`config.mk`:
```
export PLATFORM = sky130hd
export DESIGN_NAME = shp3x3_front
export DESIGN_NICKNAME = d
export VERILOG_FILES = /design/src/rtl/core/shp3x3_pkg.sv /design/src/rtl/core/shp3x3_front.sv
export SDC_FILE = /design/constraint.sdc
export NUM_CORES = 1
export LEC_CHECK = 0
export BUFFER_PORTS_ARGS = -buffer_cell sky130_fd_sc_hd__buf_2
export CORE_MARGIN = 4
export CORE_UTILIZATION = 40
export CTS_BUF_LIST = sky130_fd_sc_hd__clkbuf_4 sky130_fd_sc_hd__clkbuf_8 sky130_fd_sc_hd__clkbuf_16
export DETAILED_ROUTE_END_ITERATION = 8
export MAX_ROUTING_LAYER = met4
export PLACE_DENSITY = 0.7
export SLEW_MARGIN = 20
export SYNTH_ARGS = -nofsm -noshare
export SYNTH_HDL_FRONTEND = slang
export SYNTH_SLANG_ARGS = --single-unit
```
`constraint.sdc`:
```
create_clock -name clk -period 8.5 [get_ports clk]
set_input_delay 0.85 -clock clk [delete_from_list [all_inputs] [get_ports clk]]
set_output_delay 0.85 -clock clk [all_outputs]
set_load 0.03 [all_outputs]
```
`src/rtl/core/shp3x3_pkg.sv`:
```
// Shared types, sizes and helpers for the 3x3 sharpen filter.
// Used by every module of the block but shp3x3_ram; depends on nothing.
package shp3x3_pkg;

	// Frame limits and field sizes
	localparam int MAX_WIDTH   = 1024;
	localparam int MAX_HEIGHT  = 1024;
	localparam int PIXEL_BITS  = 8;
	localparam int CFG_W       = 11;
	localparam int CFG_IDX_W   = 2;
	localparam int SUM_W       = 13;
	localparam int COL_W       = $clog2(MAX_WIDTH);
	localparam int OROW_W      = $clog2(MAX_HEIGHT);
	localparam int IROW_W      = $clog2(MAX_HEIGHT + 2);
	localparam int WIN_TAPS    = 6;
	localparam int QUEUE_DEPTH = 4;
	localparam int QPTR_W      = $clog2(QUEUE_DEPTH);

	localparam logic [CFG_W-1:0] MAX_WIDTH_DIM  = CFG_W'(MAX_WIDTH);
	localparam logic [CFG_W-1:0] MAX_HEIGHT_DIM = CFG_W'(MAX_HEIGHT);

	// Item kinds on the pixel channel
	typedef enum logic {
		OP_PIXEL = 1'b0,
		OP_FLUSH = 1'b1
	} op_t;

	// Configuration register indexes
	typedef enum logic [CFG_IDX_W-1:0] {
		REG_IMAGE_WIDTH  = 2'd0,
		REG_IMAGE_HEIGHT = 2'd1
	} cfg_reg_t;

	typedef struct packed {
		op_t                   op;
		logic [PIXEL_BITS-1:0] pixel_value;
	} pixel_item_t;

	typedef struct packed {
		logic signed [SUM_W-1:0] filtered_value;
		logic                    last_of_frame;
	} result_item_t;

	// One column step for the datapath, with its edge masks already decided
	typedef struct packed {
		logic [PIXEL_BITS-1:0] pix;
		logic [COL_W-1:0]      col;
		logic                  use_left;
		logic                  use_right;
		logic                  use_top;
		logic                  use_bot;
		logic                  emit;
		logic                  last;
	} take_cmd_t;

	// Map a register value onto the usable range 1 .. hi
	function automatic logic [CFG_W-1:0] clamp_dim(input logic [CFG_W-1:0] v,
			input logic [CFG_W-1:0] hi);
		logic [CFG_W-1:0] r;
		r = v;
		if (r == '0) begin
			r = CFG_W'(1);
		end
		if (r > hi) begin
			r = hi;
		end
		return r;
	endfunction

endpackage

```
`src/rtl/core/shp3x3_front.sv`:
```
// Front end: accepts pixel and flush items, tracks frame positions and
// turns each item it keeps into column steps for the queue. Depends on shp3x3_pkg.
module shp3x3_front (
	input  logic                               clk,
	input  logic                               arst_n,
	input  logic                               pixel_valid,
	output logic                               pixel_ready,
	input  shp3x3_pkg::pixel_item_t            pixel_item,
	input  logic                               cfg_we,
	input  logic [shp3x3_pkg::CFG_IDX_W-1:0]   cfg_index,
	input  logic [shp3x3_pkg::CFG_W-1:0]       cfg_wdata,
	output logic                               restart,
	output logic                               push,
	output shp3x3_pkg::take_cmd_t              cmd,
	input  logic                               full
);
	import shp3x3_pkg::*;

	logic [CFG_W-1:0]  width_q;
	logic [CFG_W-1:0]  height_q;
	logic [IROW_W-1:0] in_row_q;
	logic [COL_W-1:0]  in_col_q;
	logic [OROW_W-1:0] out_row_q;
	logic [COL_W-1:0]  out_col_q;

	logic [CFG_W-1:0] w_eff;
	logic [CFG_W-1:0] h_eff;
	logic             filled;
	logic             in_frame;
	logic             is_flush;
	logic             extra;
	logic             wants_take;
	logic             col_wrap;
	logic             orow_end;
	logic             ocol_end;

	// Classify the waiting item against the frame position
	always_comb begin
		w_eff      = clamp_dim(width_q, MAX_WIDTH_DIM);
		h_eff      = clamp_dim(height_q, MAX_HEIGHT_DIM);
		filled     = (in_row_q >= IROW_W'(2)) || ((in_row_q == IROW_W'(1)) && (in_col_q != '0));
		in_frame   = CFG_W'(in_row_q) < h_eff;
		is_flush   = pixel_item.op == OP_FLUSH;
		// a single-row frame needs one silent step before its first flush result
		extra      = pixel_valid && is_flush && !in_frame && !filled;
		wants_take = is_flush ? !in_frame : in_frame;
		col_wrap   = (CFG_W'(in_col_q) + CFG_W'(1)) >= w_eff;
		orow_end   = (CFG_W'(out_row_q) + CFG_W'(1)) >= h_eff;
		ocol_end   = (CFG_W'(out_col_q) + CFG_W'(1)) >= w_eff;

		pixel_ready = !full && !extra;
		push        = pixel_valid && !full && wants_take;

		cmd.pix       = is_flush ? '0 : pixel_item.pixel_value;
		cmd.col       = in_col_q;
		cmd.use_left  = out_col_q != '0;
		cmd.use_right = !ocol_end;
		cmd.use_top   = out_row_q != '0;
		cmd.use_bot   = !orow_end;
		cmd.emit      = !extra && (is_flush || filled);
		cmd.last      = orow_end && ocol_end;

		restart = cfg_we && ((cfg_index == REG_IMAGE_WIDTH) || (cfg_index == REG_IMAGE_HEIGHT));
	end

	// Hold registers and advance frame positions
	always_ff @(posedge clk or negedge arst_n) begin
		if (!arst_n) begin
			width_q   <= MAX_WIDTH_DIM;
			height_q  <= MAX_HEIGHT_DIM;
			in_row_q  <= '0;
			in_col_q  <= '0;
			out_row_q <= '0;
			out_col_q <= '0;
		end else if (cfg_we) begin
			case (cfg_index)
				REG_IMAGE_WIDTH: begin
					width_q <= cfg_wdata;
				end
				REG_IMAGE_HEIGHT: begin
					height_q <= cfg_wdata;
				end
				default: begin
				end
			endcase
			if (restart) begin
				in_row_q  <= '0;
				in_col_q  <= '0;
				out_row_q <= '0;
				out_col_q <= '0;
			end
		end else if (push) begin
			if (cmd.emit && cmd.last) begin
				// frame done: start the next one
				in_row_q  <= '0;
				in_col_q  <= '0;
				out_row_q <= '0;
				out_col_q <= '0;
			end else begin
				if (col_wrap) begin
					in_col_q <= '0;
					in_row_q <= in_row_q + IROW_W'(1);
				end else begin
					in_col_q <= in_col_q + COL_W'(1);
				end
				if (cmd.emit) begin
					if (ocol_end) begin
						out_col_q <= '0;
						out_row_q <= out_row_q + OROW_W'(1);
					end else begin
						out_col_q <= out_col_q + COL_W'(1);
					end
				end
			end
		end
	end

endmodule

```
==> summary.txt <==
Timing
  – Final setup fails: 0
  – Worst Tran Pin Value: 1010 ps
  – Min Tclk post-route: 4330 ps
  – Maximum clock frequency: 231 MHz
  – Slew Limit Fails: 0
  – Setup_tns: 0 ps
  – Period utilisation layout: 51.0%
  – Hold Vio Cnt, Final: 0
  – Layout Skew: 5.37 ps
  – RSZ-0062 raised after global routing: false
  – Relative slew slack: 31.9%

Finish
  – # fillers: 1065
  – Layout Nets: 656
  – Finished Layout Cells: 725
  – Antenna diodes: 0
  – Commonest cells after routing, fill and taps aside: nand2_1 (81), dfrtp_1 (61), buf_2 (53)
  – Layout cells sized above 1: 18.0%
  – Commonest non-fill, non-tap cell in the layout: nand2_1
  – Area Overhead vs Synth: 15.4%

Hold path
  – Worst Hold Path EP: width_q[7]$_DFFE_PN0P_
  – Hold depth: 1
  – Critical hold path startpoint: width_q[7]$_DFFE_PN0P_
  – HP Class: flip-flop to flip-flop

Detailed routing
  – Post-route ant nets: 0
  – Post-DR vias/cell: 5.72
  – Residual DRC count: 0
  – Starting DRC count in detailed routing: 169
  – DRT Pass-1 Iters: 4
  – DR vias: 4148
  – Wirelength per Cell: 16.1 µm
  – Routed WL: 11.7 mm

CTS
  – Root buffer cell: clkbuf_16
  – Max clock buf depth: 2
  – H-tree depth: 3
  – CTS tree: done
  – # hold bufs at CTS: 0
  – Clock Latency Late Sink: 330 ps
  – Postcts setup bufs: 0
  – Gates resized, CTS repair: 0
  – Clock Pin Slew Worst Setup and Hold Paths: 50 ps
  – Clk sinks: 63
  – CTS Buf Count: 9

Placed design
  – # port buffers: 53
  – Cells after DPL: 709
  – HPWL Detailed: 9.03 mm
  – GP Congestion: 0.878

Global routing
  – First-pass GRT wire length: 19.8 mm
  – GRT overflow: 0
  – Largest net degree at the start of global routing: 64
  – All-Layer GR Usage: 19.1%
  – Initial antenna violation count: 0
  – Vias in the first global route: 4046

Critical path
  – WP data required: 7650 ps
  – Arr. time, crit path: 3480 ps
  – Worst r2r dst: in_row_q[5]$_DFFE_PN0P_
  – Worst setup EP type: output pin
  – WS Path Type: flip-flop to output pin
  – Reg-to-reg startpoint: out_col_q[2]$_DFFE_PN0P_
  – Reg2reg path depth: 12
  – CP Max Fanout: 8
  – R2r setup slk: 4420 ps
  – CP Launch Type: flip-flop

Status
  – Status: finished clean

Pwr
  – PwrDens: 240 nW/µm²
  – Clk pwr share: 30.9%
  – Sw frac: 38.4%
  – Static Leak: 2.45 nW
  – Int Power: 0.792 mW
  – Sequential share of power: 33.3%
  – P_sw: 0.493 mW
  – Logic pwr share: 35.8%
  – Max VDD drop: 0.130 mV

Synth
  – Synth top area share: 32.9%
  – Mapped Area: 4640 µm²
  – Sequential fraction of the synthesis area: 34.1%
  – Synth Warn #: 0
  – Post-Synthesis Cells: 528
  – Mean Syn Cell Area: 8.78 µm²
  – Post-synthesis net count: 607
  – Share of flip-flops with an asynchronous set or reset: 100%
  – Primary FF master, synth: dfrtp_1
  – Synth unique cells: 60
  – Largest area contributor in the netlist: dfrtp_1
  – Synthesized flop and latch total: 63
  – Number of synthesized flops with an enable pin: 0
  – Area contributors post-synth: dfrtp_1 (33%), ha_1 (14%), nand2_1 (6.6%)

Die
  – Core Rows: 39
  – Starting Density: 40.8%
  – Die area: 13400 µm²
  – Die width: 116 µm
  – IO Pins: 54
  – Core footprint: 11400 µm²
  – Die height: 116 µm

Run
  – Max Cap Viol: 0
[area by class of cell]
type	instances	area [µm²]	area share, %
multi-input combinational	422	2890	54.0
tap	143	179	3.35
clock buffer	10	239	4.47
sequential	63	1580	29.5
clock inverter	6	83.8	1.57
inverter	26	97.6	1.82
timing repair buffer	55	280	5.24
[state kept, by name (all words and copies together), names as in the netlist]
signal / count
in_row_q: 11
in_col_q: 10
width_q: 11
out_row_q: 10
out_col_q: 10
height_q: 11
[routing by layer]
| layer | wire [µm] | GRT usage (%) | vias to the layer above |
|---|---|---|---|
| met4 | 242 | 7.04 | 0 |
| met5 | 0 | - | - |
| met3 | 434 | 2.66 | 22 |
| met1 | 5370 | 25.3 | 2028 |
| li1 | - | - | 2010 |
| met2 | 5640 | 29.9 | 88 |
[cell usage after synthesis (all sizes together) (11+ instances only)]
| master | instances |
|---|---|
| a21oi | 15 |
| and3 | 11 |
| clkbuf | 14 |
| dfrtp | 61 |
| ha | 52 |
| inv | 25 |
| mux2 | 21 |
| nand2 | 82 |
| nand3 | 29 |
| nor2 | 25 |
| nor2b | 11 |
| nor3 | 11 |
| o21ai | 49 |
| xnor2 | 15 |
[worst max path at each step]
stage | startpoint | to | slack, ps
after CTS | out_col_q[0]$_DFFE_PN0P_ | cmd[0] | 4140
after detailed placement | height_q[6]$_DFFE_PN0P_ | in_row_q[5]$_DFFE_PN0P_ | 4460
after global routing | out_col_q[0]$_DFFE_PN0P_ | cmd[0] | 3860
after global placement | out_col_q[0]$_DFFE_PN0P_ | cmd[0] | 4660
after floorplan | out_col_q[2]$_DFFE_PN0P_ | cmd[0] | 4640
final | out_col_q[0]$_DFFE_PN0P_ | cmd[0] | 4170
[per-stage QoR]
step / util (%) / hold WS (ps) / cell area (µm²) / setup WS [ps] / power (mW)
finish: 47.0 / 548 / 5350 / 4170 / 1.29
global route: 47.0 / 563 / 5350 / 3860 / 1.38
CTS: 47.0 / 543 / 5350 / 4140 / 1.29
detailed placement: 44.2 / 529 / 5020 / 4460 / 0.889
global placement: 44.2 / 516 / 5020 / 4660 / 0.865
floorplan: - / 482 / 4640 / 4640 / 0.748
[critical path, cell delays in order, from the launching register on]
cell     delay, ps
dfrtp_1        430
ha_1           280
and3_1         290
nand3_1        120
xnor2_1        160
ha_1           320
nand4_1        120
nor2_1         130
a21oi_1         70
a41oi_1        810
inv_1          130
nor2_1         110
buf_2          200
[logic make-up (layout without fill, tap and decap cells)]
kind of cell,after synthesis,count (layout),synth area share (%)
and+or+nand+nor,212,212,22.6
AOI/OAI and AO/OA,114,114,16.2
DFF,63,63,34.1
adders and majority gates,52,52,14.0
buffers and inverters,43,97,3.67
xor gates and xnor gates,22,22,4.16
muxes,22,22,5.32
[power groups by stage]
stage,logic [mW],registers (mW),clock network [mW]
detailed placement,0.458,0.431,0
finish,0.460,0.428,0.397
CTS,0.463,0.427,0.405
global placement,0.438,0.427,0
floorplan,0.319,0.429,0
global route,0.526,0.438,0.419
No activity file was read; power rests on OpenSTA's default activity.
