**src/rtl/core/shp3x3_pkg.sv**
```systemverilog
// Shared types, sizes and helpers for the 3x3 sharpen filter.
// Used by every module of the block but shp3x3_ram; depends on nothing.
package shp3x3_pkg;

	// Frame limits and field sizes
	localparam int MAX_WIDTH   = 1024;
	localparam int MAX_HEIGHT  = 1024;
	localparam int PIXEL_BITS  = 8;
	localparam int CFG_W       = 11;
	localparam int CFG_IDX_W   = 2;
	localparam int SUM_W       = 13;
	localparam int COL_W       = $clog2(MAX_WIDTH);
	localparam int OROW_W      = $clog2(MAX_HEIGHT);
	localparam int IROW_W      = $clog2(MAX_HEIGHT + 2);
	localparam int WIN_TAPS    = 6;
	localparam int QUEUE_DEPTH = 4;
	localparam int QPTR_W      = $clog2(QUEUE_DEPTH);

	localparam logic [CFG_W-1:0] MAX_WIDTH_DIM  = CFG_W'(MAX_WIDTH);
	localparam logic [CFG_W-1:0] MAX_HEIGHT_DIM = CFG_W'(MAX_HEIGHT);

	// Item kinds on the pixel channel
	typedef enum logic {
		OP_PIXEL = 1'b0,
		OP_FLUSH = 1'b1
	} op_t;

	// Configuration register indexes
	typedef enum logic [CFG_IDX_W-1:0] {
		REG_IMAGE_WIDTH  = 2'd0,
		REG_IMAGE_HEIGHT = 2'd1
	} cfg_reg_t;

	typedef struct packed {
		op_t                   op;
		logic [PIXEL_BITS-1:0] pixel_value;
	} pixel_item_t;

	typedef struct packed {
		logic signed [SUM_W-1:0] filtered_value;
		logic                    last_of_frame;
	} result_item_t;

	// One column step for the datapath, with its edge masks already decided
	typedef struct packed {
		logic [PIXEL_BITS-1:0] pix;
		logic [COL_W-1:0]      col;
		logic                  use_left;
		logic                  use_right;
		logic                  use_top;
		logic                  use_bot;
		logic                  emit;
		logic                  last;
	} take_cmd_t;

	// Map a register value onto the usable range 1 .. hi
	function automatic logic [CFG_W-1:0] clamp_dim(input logic [CFG_W-1:0] v,
			input logic [CFG_W-1:0] hi);
		logic [CFG_W-1:0] r;
		r = v;
		if (r == '0) begin
			r = CFG_W'(1);
		end
		if (r > hi) begin
			r = hi;
		end
		return r;
	endfunction

endpackage

```
**src/rtl/core/shp3x3_queue.sv**
```systemverilog
// Short command queue between front and back end.
// Depends on shp3x3_pkg for the command type and depth.
module shp3x3_queue (
	input  logic                  clk,
	input  logic                  arst_n,
	input  logic                  push,
	input  shp3x3_pkg::take_cmd_t din,
	output logic                  full,
	input  logic                  pop,
	output logic                  head_valid,
	output shp3x3_pkg::take_cmd_t head
);
	import shp3x3_pkg::*;

	take_cmd_t         slot_q [QUEUE_DEPTH];
	logic [QPTR_W-1:0] wr_ptr_q;
	logic [QPTR_W-1:0] rd_ptr_q;
	logic [QPTR_W:0]   count_q;

	// Show occupancy and the oldest entry
	always_comb begin
		full       = count_q == (QPTR_W + 1)'(QUEUE_DEPTH);
		head_valid = count_q != '0;
		head       = slot_q[rd_ptr_q];
	end

	// Store pushed entries
	always_ff @(posedge clk) begin
		if (push) begin
			slot_q[wr_ptr_q] <= din;
		end
	end

	// Advance pointers and occupancy
	always_ff @(posedge clk or negedge arst_n) begin
		if (!arst_n) begin
			wr_ptr_q <= '0;
			rd_ptr_q <= '0;
			count_q  <= '0;
		end else begin
			if (push) begin
				wr_ptr_q <= wr_ptr_q + QPTR_W'(1);
			end
			if (pop) begin
				rd_ptr_q <= rd_ptr_q + QPTR_W'(1);
			end
			if (push && !pop) begin
				count_q <= count_q + (QPTR_W + 1)'(1);
			end else if (pop && !push) begin
				count_q <= count_q - (QPTR_W + 1)'(1);
			end
		end
	end

`ifndef SYNTHESIS
	a_no_overflow: assert property (@(posedge clk) disable iff (!arst_n)
		!(push && full))
		else $error("queue pushed while full");
	a_no_underflow: assert property (@(posedge clk) disable iff (!arst_n)
		!(pop && !head_valid))
		else $error("queue popped while empty");
`endif

endmodule

```
**config.mk**
```make
export PLATFORM = sky130hd
export DESIGN_NAME = shp3x3_queue
export DESIGN_NICKNAME = d
export VERILOG_FILES = /design/src/rtl/core/shp3x3_pkg.sv /design/src/rtl/core/shp3x3_queue.sv
export SDC_FILE = /design/constraint.sdc
export NUM_CORES = 1
export LEC_CHECK = 0
export BUFFER_PORTS_ARGS = -buffer_cell sky130_fd_sc_hd__buf_2
export CORE_ASPECT_RATIO = 0.75
export CORE_UTILIZATION = 60
export CTS_CLUSTER_SIZE = 8
export DETAILED_ROUTE_END_ITERATION = 7
export GPL_TIMING_DRIVEN = 0
export PLACE_DENSITY = 0.83
export SYNTH_ARGS = -nofsm -noshare
export SYNTH_HDL_FRONTEND = slang
export SYNTH_SLANG_ARGS = --single-unit
```
**constraint.sdc**
```tcl
create_clock -name clk -period 3.3 [get_ports clk]
set_input_delay 0.66 -clock clk [delete_from_list [all_inputs] [get_ports clk]]
set_output_delay 0.66 -clock clk [all_outputs]
set_load 0.02 [all_outputs]
```
==> results of run 1 <==
## flip-flops by register name (all words and copies together), names as in the netlist
signal,flops
count_q,3
wr_ptr_q,2
rd_ptr_q,2
slot_q,96
## metrics by stage
stage	worst slack (ns)	power [mW]	area, µm²
3_3_place_gp	1.09	3.14	4270
2_1_floorplan	1.46	2.79	3900
3_5_place_dp	1.03	3.20	4270
5_1_grt	0.778	4.07	4460
4_1_cts	0.823	3.92	4460
6_report	0.866	3.87	4460
## layout by cell type, fill, tap and decap left out, types with 2 or more instances in the layout
cell / instances
and2_1: 4
buf_12: 2
inv_6: 3
mux4_2: 18
nand2_1: 2
ha_1: 5
inv_1: 4
clkbuf_8: 10
edfxtp_1: 96
buf_2: 56
xnor2_1: 2
mux4_1: 6
xor2_1: 4
dfrtp_1: 7
## routing by layer
metal  GRT usage (%)  up-vias  routed length [µm]
met5               0        -                   0
met4            7.07        0                  19
met3            6.90        2                 317
met2            30.5       54                3070
met1            26.0      901                2610
li1                -      789                   -
## cells in the mapped netlist (2+ instances only)
library cell / instances / share of area [%]
and2_1: 4 / 0.64
buf_12: 2 / 1.0
buf_2: 3 / 0.38
dfrtp_1: 7 / 4.5
edfxtp_1: 96 / 74
ha_1: 5 / 1.6
inv_1: 4 / 0.38
mux4_1: 6 / 4.0
mux4_2: 18 / 10
nand2_1: 2 / 0.19
xnor2_1: 2 / 0.45
xor2_1: 4 / 0.90
## power breakdown
part / total (mW) / switching, mW / internal (mW)
clock: 0.727 / 0.421 / 0.307
combinational: 1.34 / 0.763 / 0.574
sequential: 1.81 / 0.0835 / 1.72
## final timing paths
check | from | to | slack [ns]
min in group clk | count_q[2] | count_q[2] | 0.50
min reg2reg | count_q[2] | count_q[2] | 0.50
max reg2reg | wr_ptr_q[0] | slot_q[2][12] | 1.26
min | arst_n | wr_ptr_q[0] | 0.11
max | rd_ptr_q[1] | head[8] | 0.87
max in group asynchronous | arst_n | count_q[0] | 3.02
## cells by family after synthesis
| family | count (synthesis) | share of synthesized area (%) |
|---|---|---|
| AOI/OAI and AO/OA | 1 | 0.128 |
| buffers and inverters | 10 | 2.08 |
| DFF | 103 | 78.3 |
| xor gates and xnor gates | 6 | 1.35 |
| adders and majority gates | 6 | 2.12 |
| and+or+nand+nor | 9 | 1.28 |
| muxes | 25 | 14.7 |
## cell type report
cell class,instances,area [µm²]
clock inverters,6,50.0
plain buffers,6,66.3
flip-flops and latches,103,3060
fillers,376,1830
repair buffers,53,265
well taps,81,101
inverters,4,15.0
clock buffers,10,138
multi-input cells,47,764
## critical path, delay by kind of cell, from the launching register on
| kind | cells | cell delay (ns) |
|---|---|---|
| muxes | 1 | 0.39 |
| buffers and inverters | 3 | 0.67 |
| DFF | 1 | 0.35 |
==> results.cfg, run 1 <==
[power]
power_density_nw_per_um2 = 869
cellLeakagePower_nw = 1.59
max-vdd-ir-drop_uv = 427

[worst_setup_path]
cpMostUsedCell = buf_2
required_ns = 2.64
crit_type = reg2out
crit_path_max_fanout = 10
r2r_cells = 3
path_cells = buf_2 -> buf_2 -> mux4_2 -> buf_2
end_kind = primary output
slowest_delay_ns = 0.39
worstPathArrival_ns = 1.77
crit_slowest_cell = mux4_2
worstSetupStartpointType = flip-flop

[clock_tree]
htreeDepth = 3
clockBufferDepth = 2
clock_latency_ns = 0.36
cts.clk_slew.worst_paths_ns = 0.10
numCtsBuffers = 9
post_cts_buffers = 0
cts_root_buffer = clkbuf_8
cts_tree = done
clock_sinks = 103
cts.repair.resized = 0
cts-hold-fix-buffers = 0

[logic_synthesis]
synth_edf_count = 96
synth-seq-cells = 103
synth_async_sr_flop_share_pct = 6.80
synth_ff_type = edfxtp_1
syn_avg_cell_area_um2 = 24.4
syn_inst = 160
ys_seq_area_share_pct = 78.3
synth.yosys.warnings = 0
syn_nets = 194
syn_area_um2 = 3900
synth_cell_type_count = 19

[placed_design]
gp_congestion = 0.728
place_inst = 294
port_buffers = 53
hpwl_um = 3790

[global_route]
antenna_found_initial = 0
grt_overflow = 0
grt.total_usage_pct = 19.6
grt_pass1_vias = 1791
grt_pass1_wl_um = 9170
grt_max_degree = 25

[timing]
setup_viol = 0
finalCriticalPeriod_ns = 2.43
tightest_slew_ns = 1.26
finalHoldViolCount = 0
max_clock_freq_mhz = 411
rsz0062_at_grt = false
whs_ns = 0.111
max_slew_margin_pct = 16.3
fin_skew_ns = 0.0133
final-max-slew-violation-count = 0
setup_tns_ns = 0
period_share_pct = 73.8

[min_path]
hold_path.class = in2async

[floorplanning]
die_h_um = 71.9
coreArea_um2 = 6290
die_area_um2 = 6840
die_w_um = 95.1
io-pin-count = 54
row_count = 25
start_util_pct = 62.1

[route]
firstDrtPassIters = 4
finalWirelength_um = 6020
drt-initial-drc-count = 58
ant_nets = 0
vias = 1746
routedWlPerCell_um = 19.4
avgViaCountPerCell = 5.63
drc = 0

[cells_and_area]
drive_gt1_share_pct = 41.0
postLayoutCoreUtil_pct = 70.9
layoutNonFillerInstCount = 310
diodes = 0
nets = 258
syn_to_final_growth_pct = 14.2

[status]
outcome = finished clean

[flow_run]
maxCapViolCount = 0
(Power assumes the default switching activity.)
==> inputs of run 2 (changes only) <==
--- a/config.mk
+++ b/config.mk
@@ -7,11 +7,11 @@
 export LEC_CHECK = 0
 export BUFFER_PORTS_ARGS = -buffer_cell sky130_fd_sc_hd__buf_2
 export CORE_ASPECT_RATIO = 0.75
-export CORE_UTILIZATION = 60
+export CORE_UTILIZATION = 51
 export CTS_CLUSTER_SIZE = 8
 export DETAILED_ROUTE_END_ITERATION = 7
 export GPL_TIMING_DRIVEN = 0
-export PLACE_DENSITY = 0.83
+export PLACE_DENSITY = 0.75
 export SYNTH_ARGS = -nofsm -noshare
 export SYNTH_HDL_FRONTEND = slang
 export SYNTH_SLANG_ARGS = --single-unit
==> constraint.sdc (replaced) <==
create_clock -name clk -period 2.1 [get_ports clk]
set_input_delay 0.42 -clock clk [delete_from_list [all_inputs] [get_ports clk]]
set_output_delay 0.42 -clock clk [all_outputs]
set_load 0.02 [all_outputs]
==> run 2 against run 1 <==
The flow now finishes with violations (setup timing); largest cell class unchanged; total power rose by 74%; die area rose by 17%; count of clock-buffer cells in the layout rose by 1; largest power group unchanged.
==> results.cfg, run 2 (synthesis results as in run 1) <==
[worst_setup_path]
required_ns = 1.68
crit_path_max_fanout = 7
cp-startpoint = rd_ptr_q[0]
r2r_start = wr_ptr_q[0]
r2r_cells = 2
worstSetupStartpointType = flip-flop
reg2reg_slack_ns = 0.19
end_kind = primary output
crit_end = head[9]
r2r-end = slot_q[3][4]
crit_type = reg2out
worstPathArrival_ns = 1.71

[placed_design]
dp_slack_ns = 0.00315
gp_congestion = 0.725
port_buffers = 53
hpwl_um = 3630
placed_area_um2 = 4300

[cells_and_area]
regArea_um2 = 3060
top_regs = slot_q (96), count_q (3)
layout_commonest_cell = edfxtp_1
syn_to_final_growth_pct = 21.1
mostFrequentLayoutCells = 96 x edfxtp_1, 33 x buf_2, 22 x mux4_2, 22 x buf_6, 11 x clkbuf_8
multi_input_area_um2 = 753
nets = 263
drive_gt1_share_pct = 44.9
regMostFlops = slot_q
nFillCells = 520
largest_reg_flops = 96
final_area_um2 = 4730

[route]
firstDrtPassIters = 4
drc = 0
ant_nets = 0
avgViaCountPerCell = 5.24
finalWirelength_um = 6030
routedWlPerCell_um = 17.9
drt-initial-drc-count = 67
vias = 1760

[clock_tree]
cts.clk_slew.worst_paths_ns = 0.09
cts_tree = done
htreeDepth = 3
clock_latency_ns = 0.35
clockBufferDepth = 2
clock_sinks = 103
cts_root_buffer = clkbuf_8
numCtsBuffers = 9

[global_route]
grt_pass1_wl_um = 8980
grt_pass1_vias = 1710
antenna_found_initial = 0
grt_max_degree = 25
grt.total_usage_pct = 16.2
grt_overflow = 0

[floorplanning]
die_w_um = 103
die_area_um2 = 8010
die_h_um = 77.8
start_util_pct = 53.0
coreArea_um2 = 7360
row_count = 27
io-pin-count = 54

[timing]
setup_tns_ns = -0.142
rsz0062_at_grt = true
finalHoldViolCount = 0
max_clock_freq_mhz = 470
fin_skew_ns = 0.00760
finalCriticalPeriod_ns = 2.13
final-max-slew-violation-count = 0
period_share_pct = 101
whs_ns = 0.278
fin_ws_ns = -0.0287
max_slew_margin_pct = 15.8
tightest_slew_ns = 1.26
setup_viol = 12

[status]
violations = setup timing
outcome = finished with violations

[power]
cellLeakagePower_nw = 1.68
power_density_nw_per_um2 = 1420
power_mw = 6.73
max-vdd-ir-drop_uv = 769

[flow_run]
maxCapViolCount = 0

[min_path]
hold_path.class = in2reg
-- run 2: cell count changes in the layout (fill, tap and decap cells not counted), moves of 4 or more --
cell,before,now
buf_2,56,33
mux4_1,6,2
mux4_2,18,22
buf_6,1,22
-- run 2: what timing repair did --
| item | in CTS | in global routing |
|---|---|---|
| buffers inserted | 2 | 0 |
| setup endpoints to repair | 19 | 94 |
| cloned | 0 | 2 |
| endpoints found under the hold margin | 7 | 0 |
| resized for setup | 2 | 51 |
| hold buffers | 1 | 0 |
-- run 2: worst min path at each step --
stage / endpoint / from / cells after the start / slack (ns)
final: slot_q[0][5] / din[5] / 1 / 0.28
after global routing: slot_q[3][5] / din[5] / 1 / 0.25
after CTS: slot_q[0][5] / din[5] / 1 / 0.26
after detailed placement: wr_ptr_q[0] / arst_n / 1 / 0.26
after global placement: count_q[0] / arst_n / 1 / 0.26
after floorplan: count_q[0] / arst_n / 0 / 0.12
-- run 2: through the flow --
step	std cells	utilization, %
after floorplan	160	-
after global placement	314	58.3
after detailed placement	314	58.3
after CTS	333	61.7
after global routing	335	64.1
final	336	64.2
-- run 2: final cells by class --
class	instances	share of cell area, %
clock buffers	11	3.20
diodes	1	0.0530
flip-flops and latches	103	64.7
inverters	4	0.318
plain buffers	6	1.67
clock inverters	5	1.19
multi-input cells	47	15.9
well taps	101	2.67
repair buffers	58	10.2
-- run 2: critical path: stages (launching register included) --
cell and delay [ns]:
dfrtp_1 0.36, buf_8 0.16, buf_12 0.13, mux4_2 0.54
buf_6 0.16
-- run 2: report_power, final --
| part | internal, mW | total, mW | switching (mW) |
|---|---|---|---|
| clock | 0.614 | 1.23 | 0.614 |
| sequential | 2.70 | 2.83 | 0.125 |
| combinational | 1.38 | 2.67 | 1.29 |
-- run 2: per-layer routing --
metal / global-route usage (%) / share of wire [%] / up-vias
met5: 0 / 0 / -
met4: 5.49 / 0.51 / 0
met3: 6.67 / 6.3 / 6
met2: 24.2 / 48 / 57
met1: 21.8 / 45 / 905
li1: - / - / 792
==> inputs of run 3 (changes only) <==
--- a/config.mk
+++ b/config.mk
@@ -12,6 +12,7 @@
 export DETAILED_ROUTE_END_ITERATION = 7
 export GPL_TIMING_DRIVEN = 0
 export PLACE_DENSITY = 0.75
+export SETUP_SLACK_MARGIN = 0.15
 export SYNTH_ARGS = -nofsm -noshare
 export SYNTH_HDL_FRONTEND = slang
 export SYNTH_SLANG_ARGS = --single-unit
==> run 3 against run 2 <==
The flow still finishes with violations (setup timing); clock skew about the same; maximum frequency grew 0.49%; first-iteration DRC count up 33%; global-route usage up 0.36 points; critical endpoint unchanged.
==> results.cfg, run 3 (synthesis results as in run 1) <==
[worst_setup_path]
path_cells = buf_8 -> buf_12 -> mux4_2 -> buf_6
crit_type = reg2out
slowest_delay_ns = 0.53
crit_slowest_cell = mux4_2
required_ns = 1.68
reg2reg_slack_ns = 0.48
crit_family = multiplexers
worstPathArrival_ns = 1.70
worstSetupStartpointType = flip-flop
end_kind = primary output
crit_buf_inv = 3
crit_path_max_fanout = 7

[clock_tree]
htreeDepth = 3
numCtsBuffers = 9
clock_latency_ns = 0.35
cts_tree = done
clockBufferDepth = 2
clock_sinks = 103
cts_root_buffer = clkbuf_8
cts.clk_slew.worst_paths_ns = 0.09

[power]
power_density_nw_per_um2 = 1430
power_mw = 6.81
max-vdd-ir-drop_uv = 767
cellLeakagePower_nw = 1.69
power_frac_comb_pct = 40.4
power.share.sequential_pct = 41.6
pwr-share-clk_pct = 18.0
p_sw_mw = 2.05
swShare_pct = 30.1
p_int_mw = 4.76

[placed_design]
hpwl_um = 3630
dp_slack_ns = 0.00315
port_buffers = 53
gp_congestion = 0.725
place_inst = 314
placed_area_um2 = 4300

[global_route]
antenna_found_initial = 0
grt_overflow = 0
grt_pass1_vias = 1742
grt.total_usage_pct = 16.6
grt_max_degree = 25
grt_pass1_wl_um = 9200

[timing]
rsz0062_at_grt = true
fin_skew_ns = 0.00752
fin_ws_ns = -0.0184
finalHoldViolCount = 0
max_clock_freq_mhz = 472
max_slew_margin_pct = 54.9
finalCriticalPeriod_ns = 2.12
setup_viol = 10
period_share_pct = 101
final-max-slew-violation-count = 0
tightest_slew_ns = 0.677

[route]
finalWirelength_um = 6130
vias = 1790
avgViaCountPerCell = 5.30
routedWlPerCell_um = 18.1
drt-initial-drc-count = 89
firstDrtPassIters = 4
drc = 0
ant_nets = 0

[status]
violations = setup timing
outcome = finished with violations

[floorplanning]
die_w_um = 103
die_h_um = 77.8
die_area_um2 = 8010
coreArea_um2 = 7360
row_count = 27
io-pin-count = 54
start_util_pct = 53.0

[cells_and_area]
mostFrequentLayoutCells = 96 x edfxtp_1, 30 x buf_2, 24 x mux4_2, 24 x buf_6, 11 x clkbuf_8
largest_reg_flops = 96
layout_commonest_cell = edfxtp_1
top_regs = slot_q (96), count_q (3)
syn_to_final_growth_pct = 21.7
drive_gt1_share_pct = 46.6
nets = 265
layoutNonFillerInstCount = 338
final_area_um2 = 4750
postLayoutCoreUtil_pct = 64.5
regMostFlops = slot_q

[flow_run]
maxCapViolCount = 0

[min_path]
hold_path.class = in2reg
## run 3: cell types whose count changed in the layout (fill, tap and decap cells not counted), sizes merged
cell | previous run | this run
buf | 61 | 63
## run 3: layout make-up
cell class                      instances  area, µm²
Antenna cell                            1       2.50
Buffer                                  6       81.3
Clock buffer                           11        151
Clock inverter                          5       56.3
Fill cell                             514       2620
Inverter                                4       15.0
Multi-Input combinational cell         47        747
Sequential cell                       103       3060
Tap cell                              101        126
Timing Repair Buffer                   60        512
## run 3: per-stage QoR
step                hold slack (ns)  TNS, ns
floorplan                     0.124        0
global placement              0.260        0
detailed placement            0.258        0
CTS                           0.259   -0.107
global route                  0.250    -1.29
finish                        0.277  -0.0910
## run 3: power by group through the flow
stage                     Combinational, mW  Clock, mW  Sequential [mW]
after floorplan                        1.55          0             2.83
after global placement                 2.10          0             2.87
after detailed placement               2.12          0             2.88
after CTS                              2.50       1.26             2.83
after global routing                   2.95       1.34             2.87
final                                  2.75       1.23             2.83
## run 3: per-layer routing
| layer | routed length, µm | global-route usage [%] | up-vias |
|---|---|---|---|
| met5 | 0 | 0 | - |
| met4 | 31 | 5.49 | 0 |
| met3 | 424 | 6.94 | 6 |
| met2 | 2950 | 24.1 | 61 |
| met1 | 2730 | 22.8 | 928 |
| li1 | - | - | 795 |
## run 3: what timing repair did
item                                    CTS  global route
endpoints found under the setup margin  120            24
buffers inserted                          4             0
pin swaps                                 0             0
hold endpoints to repair                  7             0
hold buffers                              1             0
resized for setup                        40            21
cloned                                    0             2
## run 3: worst paths after layout
path	start	end	cells past startpoint
hold reg to reg	count_q[2]	count_q[2]	1
setup reg to reg	wr_ptr_q[0]	slot_q[2][9]	3
min in group asynchronous	arst_n	count_q[1]	2
setup / recovery	rd_ptr_q[0]	head[9]	4
max in group asynchronous	arst_n	wr_ptr_q[1]	2
hold / removal	din[5]	slot_q[0][5]	1
